File: config.mk
export PLATFORM = sky130hd
export DESIGN_NAME = altr_div
export DESIGN_NICKNAME = d
export VERILOG_FILES = /design/src/design/altr_pkg.sv /design/src/design/altr_div.sv
export SDC_FILE = /design/constraint.sdc
export NUM_CORES = 1
export LEC_CHECK = 0
export ABC_AREA = 1
export BUFFER_PORTS_ARGS = -buffer_cell sky130_fd_sc_hd__buf_2
export CAP_MARGIN = 20
export CELL_PAD_IN_SITES_DETAIL_PLACEMENT = 1
export CELL_PAD_IN_SITES_GLOBAL_PLACEMENT = 2
export CORE_ASPECT_RATIO = 0.7
export CORE_MARGIN = 8
export CORE_UTILIZATION = 30
export CTS_CLUSTER_SIZE = 40
export DETAILED_ROUTE_END_ITERATION = 10
export PLACE_DENSITY = 0.86
export SLEW_MARGIN = 40
export SYNTH_ARGS = -nofsm -noshare
export SYNTH_HDL_FRONTEND = slang
export SYNTH_SLANG_ARGS = --single-unit
File: constraint.sdc
create_clock -name clk -period 2.35 [get_ports clk]
set_input_delay 0 -clock clk [delete_from_list [all_inputs] [get_ports clk]]
set_output_delay 0 -clock clk [all_outputs]
set_load 0.005 [all_outputs]
File: src/design/altr_pkg.sv
// Package for the arc-length time remap unit: field widths, item kind codes,
// sequencer states and the request/response structs of the shared divider.
// No dependencies.
package altr_pkg;

  localparam int COUNT_W = 9;   // entry_count and search indices
  localparam int IDX_W   = 8;   // entry_index, lower_index
  localparam int VAL_W   = 17;  // Q1.16 values, 65536 = 1.0

  localparam logic [VAL_W-1:0] ONE_Q16 = 17'h10000;

  localparam logic KIND_WRITE = 1'b0;
  localparam logic KIND_QUERY = 1'b1;

  // Shared restoring divider
  localparam int DVD_W  = 25;          // dividend bits shifted in
  localparam int DSR_W  = 17;          // divisor
  localparam int REM_W  = DSR_W + 1;   // partial remainder
  localparam int STEP_W = 5;

  localparam logic [STEP_W-1:0] FRAC_STEPS  = 5'd17;
  localparam logic [STEP_W-1:0] SCALE_STEPS = 5'd25;

  typedef struct packed {
    logic              start;
    logic [REM_W-1:0]  rem_init;
    logic [DVD_W-1:0]  dividend;
    logic [DSR_W-1:0]  divisor;
    logic [STEP_W-1:0] steps;
  } div_req_t;

  typedef struct packed {
    logic             done;
    logic [VAL_W-1:0] quotient;
  } div_rsp_t;

  typedef enum logic [3:0] {
    S_IDLE,
    S_FIRST,
    S_LAST,
    S_SEARCH,
    S_FRAC,
    S_FRAC_WAIT,
    S_SCALE,
    S_SCALE_WAIT,
    S_OUT
  } altr_state_t;

endpackage

File: src/design/altr_div.sv
// Bit-serial restoring divider shared by the fraction and scaling steps.
// One quotient bit per cycle; depends on altr_pkg.
module altr_div (
  input  logic              clk,
  input  logic              rst,
  input  altr_pkg::div_req_t req,
  output altr_pkg::div_rsp_t rsp
);
  import altr_pkg::*;

  logic [REM_W-1:0]  rem;
  logic [DVD_W-1:0]  dvd;
  logic [DSR_W-1:0]  dsr;
  logic [DVD_W-1:0]  quo;
  logic [STEP_W-1:0] cnt;
  logic              busy;
  logic              done;

  logic [REM_W-1:0] trial;
  logic [REM_W-1:0] diff;
  logic             fits;

  // rem < dsr always holds, so the top remainder bit is free for the shift
  assign trial = {rem[REM_W-2:0], dvd[DVD_W-1]};
  assign fits  = trial >= {1'b0, dsr};
  assign diff  = trial - {1'b0, dsr};

  always_ff @(posedge clk) begin
    if (rst) begin
      busy <= 1'b0;
      done <= 1'b0;
    end else begin
      done <= 1'b0;
      if (req.start) begin
        busy <= 1'b1;
      end else if (busy && cnt == STEP_W'(1)) begin
        busy <= 1'b0;
        done <= 1'b1;
      end
    end
  end

  always_ff @(posedge clk) begin
    if (req.start) begin
      rem <= req.rem_init;
      dvd <= req.dividend;
      dsr <= req.divisor;
      quo <= '0;
      cnt <= req.steps;
    end else if (busy) begin
      rem <= fits ? diff : trial;
      dvd <= dvd << 1;
      quo <= {quo[DVD_W-2:0], fits};
      cnt <= cnt - STEP_W'(1);
    end
  end

  assign rsp.done     = done;
  assign rsp.quotient = quo[VAL_W-1:0];

endmodule

==> summary.md <==
| Metric | Value |
|---|---|
| Status | `finished clean` |
| Netlist cell types | `34` |
| Synth Area in XOR/XNOR | `0.0167` |
| Synth Instances | `566` |
| Iter 0 DRT Violations | `199` |
| Vias per cell | `4.54` |
| Area added between synthesis and finish | `34.8%` |
| Filler cell count | `1,857` |
| TNS Setup | `0 ps` |
| Switching share of total power | `0.353` |
| Pwr/cell area | `777 nW/µm²` |
| Initial DRT Pass Iterations | `5` |
| Ys async rst share | `0` |
| Port-buffer cells | `84` |
| CTS Buf Count | `9` |
| Post-Syn Nets | `654` |
| Leak Pwr | `3.09 nW` |
| Cell Rows | `38` |
| Worst hold margin | `14.5 ps` |
| Setup WS post-layout | `183 ps` |
| Cells after DPL | `843` |
| Cell area after synthesis | `4710 µm²` |
| Pin count of the biggest net entering global routing | `60` |
| Simple-Gate Fraction of Synth Area | `0.287` |
| Final Core Density | `0.411` |
| Clk pin slew, worst setup/hold paths | `60 ps` |
| Final instance area | `6360 µm²` |
| Setup Crit Path Kind | `reg -> reg` |
| Final Cycle Share | `0.922` |
| FMAX | `462 MHz` |
| Critical Path Fanout Max | `17` |
| Starting Density | `0.305` |
| Maximum VDD drop | `0.000302 V` |
| Number of global-route vias before repair | `4,686` |
| Area of the multi-input gates | `1990 µm²` |
| Worst slew pin tran | `762 ps` |
| Skew final | `10.0 ps` |
| Commonest cells after routing, fill and taps aside | `nand2_1 (213), inv_1 (93), buf_2 (84), edfxtp_1 (64), dlygate4sd3_1 (64)` |
| TritonCTS clock tree | `done` |
| CP Cell Sequence | `ha_1 -> nand2_2 -> nor2_2 -> nand2_1 -> nor3_4 -> nor2_4 -> nand2_4 -> buf_12 -> nand2_1 -> nand2_1 -> o21ai_2` |
| Filler-free cell count of the finished design | `924` |
| Endpoints failing setup | `0` |
| Clock Sinks | `83` |
| Synth Area in Adders | `0.0547` |
| RSZ-0062 raised after global routing | `false` |
| Max Slew Vio Count | `0` |
| CP most frequent cell | `nand2_1` |
| Startpoint types | `flip-flop` |
| Die Span X | `166 µm` |
| Worst-Skew Late Latency | `350 ps` |
| CTS root buf | `clkbuf_16` |
| Routed Antenna Nets | `0` |
| Clk pwr share | `0.296` |
| Tmin final | `2170 ps` |
| Global Route Usage Sum | `0.140` |
| Main synth FF type | `edfxtp_1` |
| Total Wirelength | `13,800 µm` |
| Tot Pwr | `4.94 mW` |
| Syn avg cell area | `8.33 µm²` |
| Register area share after synthesis | `0.488` |
| Relative slew slack | `0.492` |
| DR WL/cell | `14.9 µm` |
| Arrival @ worst endpoint | `2260 ps` |
| Layout net count | `806` |
| Comb pwr share | `0.327` |
| Die area | `20,000 µm²` |
| Number of synthesized flops with an enable pin | `64` |
| Register area | `2300 µm²` |
| Placed Area | `5370 µm²` |
| Seq pwr share | `0.377` |
| Ranking of synthesized cells by area | `edfxtp_1 (41%), nand2_1 (17%), dfxtp_1 (8.1%)` |
| CP peak stage delay | `410 ps` |
| H-tree Lvls | `3` |
| Core area | `15,500 µm²` |
| Initial antenna violation count | `1` |
| Cell internal pwr | `3.20 mW` |
| Ports | `86` |
| Ratio of cells with drive above 1 in the final layout | `0.216` |
| Most common cell after layout, fill and taps aside | `nand2_1` |
| Maximum clock insertion buffer count | `2` |
| Overflow after GRT | `0` |
| Main combinational cell family by area after synthesis | `simple AND/OR/NAND/NOR gates` |
| NetSw | `1.75 mW` |
| Worst Setup Slack post-DPL | `134 ps` |
| Die height | `121 µm` |
| Worst min-delay path class | `in -> reg` |
| #FFs+latches synth | `83` |
| Share of the synthesized area in the top cell type | `0.408` |
| Critical-path top delay cell | `edfxtp_1` |
| Req. time, crit path | `2450 ps` |
| Synth Area in Compound Gates | `0.0563` |
| Mux cell area share after synthesis | `0` |
| Final Hold Fails | `0` |
| CP Capture Type | `flip-flop` |
| Placer Congestion | `0.832` |
| Max cap viols | `0` |
| Yosys top cell by area | `edfxtp_1` |
| DP Wirelength | `9730 µm` |
| First-pass GRT wire length | `23,300 µm` |
| Drc violations | `0` |
| Vias | `4,193` |
| Synth warn | `0` |
[layer usage]
metal / up-vias / share of wire / GRT usage
li1: 2098 / - / -
met1: 1990 / 0.47 / 0.176
met2: 100 / 0.46 / 0.236
met3: 5 / 0.069 / 0.0455
met4: 0 / 0.0030 / 0.0272
met5: - / 0 / 0
[cell families (layout without fill, tap and decap cells)]
group,Yosys count,in the layout
buf+inv,110,267
flops,83,83
simple gates,303,303
fa+ha+maj,20,20
other cells,0,1
xor+xnor,9,9
compound gates,41,41
[area by class of cell]
cell class,instances,area share
Antenna cell,1,0.000394
Clock buffer,9,0.0354
Clock inverter,7,0.0120
Inverter,94,0.0555
Multi-Input combinational cell,373,0.314
Sequential cell,83,0.362
Tap cell,200,0.0394
Timing Repair Buffer,157,0.181
[repair_timing]
item	4_1_cts	5_1_grt
hold buffers	64	0
gates resized for setup	0	6
setup endpoints to repair	0	11
endpoints found under the hold margin	65	0
buffers inserted	0	0
[critical path, delay by kind of cell, from the launching register on]
kind            cells  cell delay, ps
compound gates      1              60
flops               1             410
buf+inv             1             160
fa+ha+maj           1             400
simple gates        8             890
[power groups by stage]
stage          clock (mW)  combinational [mW]  sequential (mW)
2_1_floorplan           0                1.12             1.86
5_1_grt              1.56                1.83             1.88
6_report             1.46                1.62             1.86
3_5_place_dp            0                1.51             1.89
3_3_place_gp            0                1.46             1.89
4_1_cts              1.52                1.61             1.86
[flip-flops by register name, summed over array words and instances, names as in the netlist]
signal / count
busy: 1
cnt: 5
done: 1
dsr: 17
quo: 17
rem: 17
dvd: 25
[final timing paths]
path / from / to / slack (ps) / cells after the start
max: rem[6] / rem[5] / 180 / 11
min reg2reg: quo[6] / quo[6] / 500 / 2
min: req[54] / rem[7] / 10 / 3
max reg2reg: rem[6] / rem[5] / 180 / 11
[Yosys cell counts (all sizes together) (9+ instances only)]
| cell | number |
|---|---|
| a21oi | 9 |
| inv | 93 |
| nand3 | 31 |
| edfxtp | 64 |
| nor2 | 27 |
| o22ai | 16 |
| nand2 | 225 |
| nand3b | 10 |
| dfxtp | 19 |
| ha | 19 |
| o21ai | 15 |
Note: power is estimated with default switching activity, not from simulation.
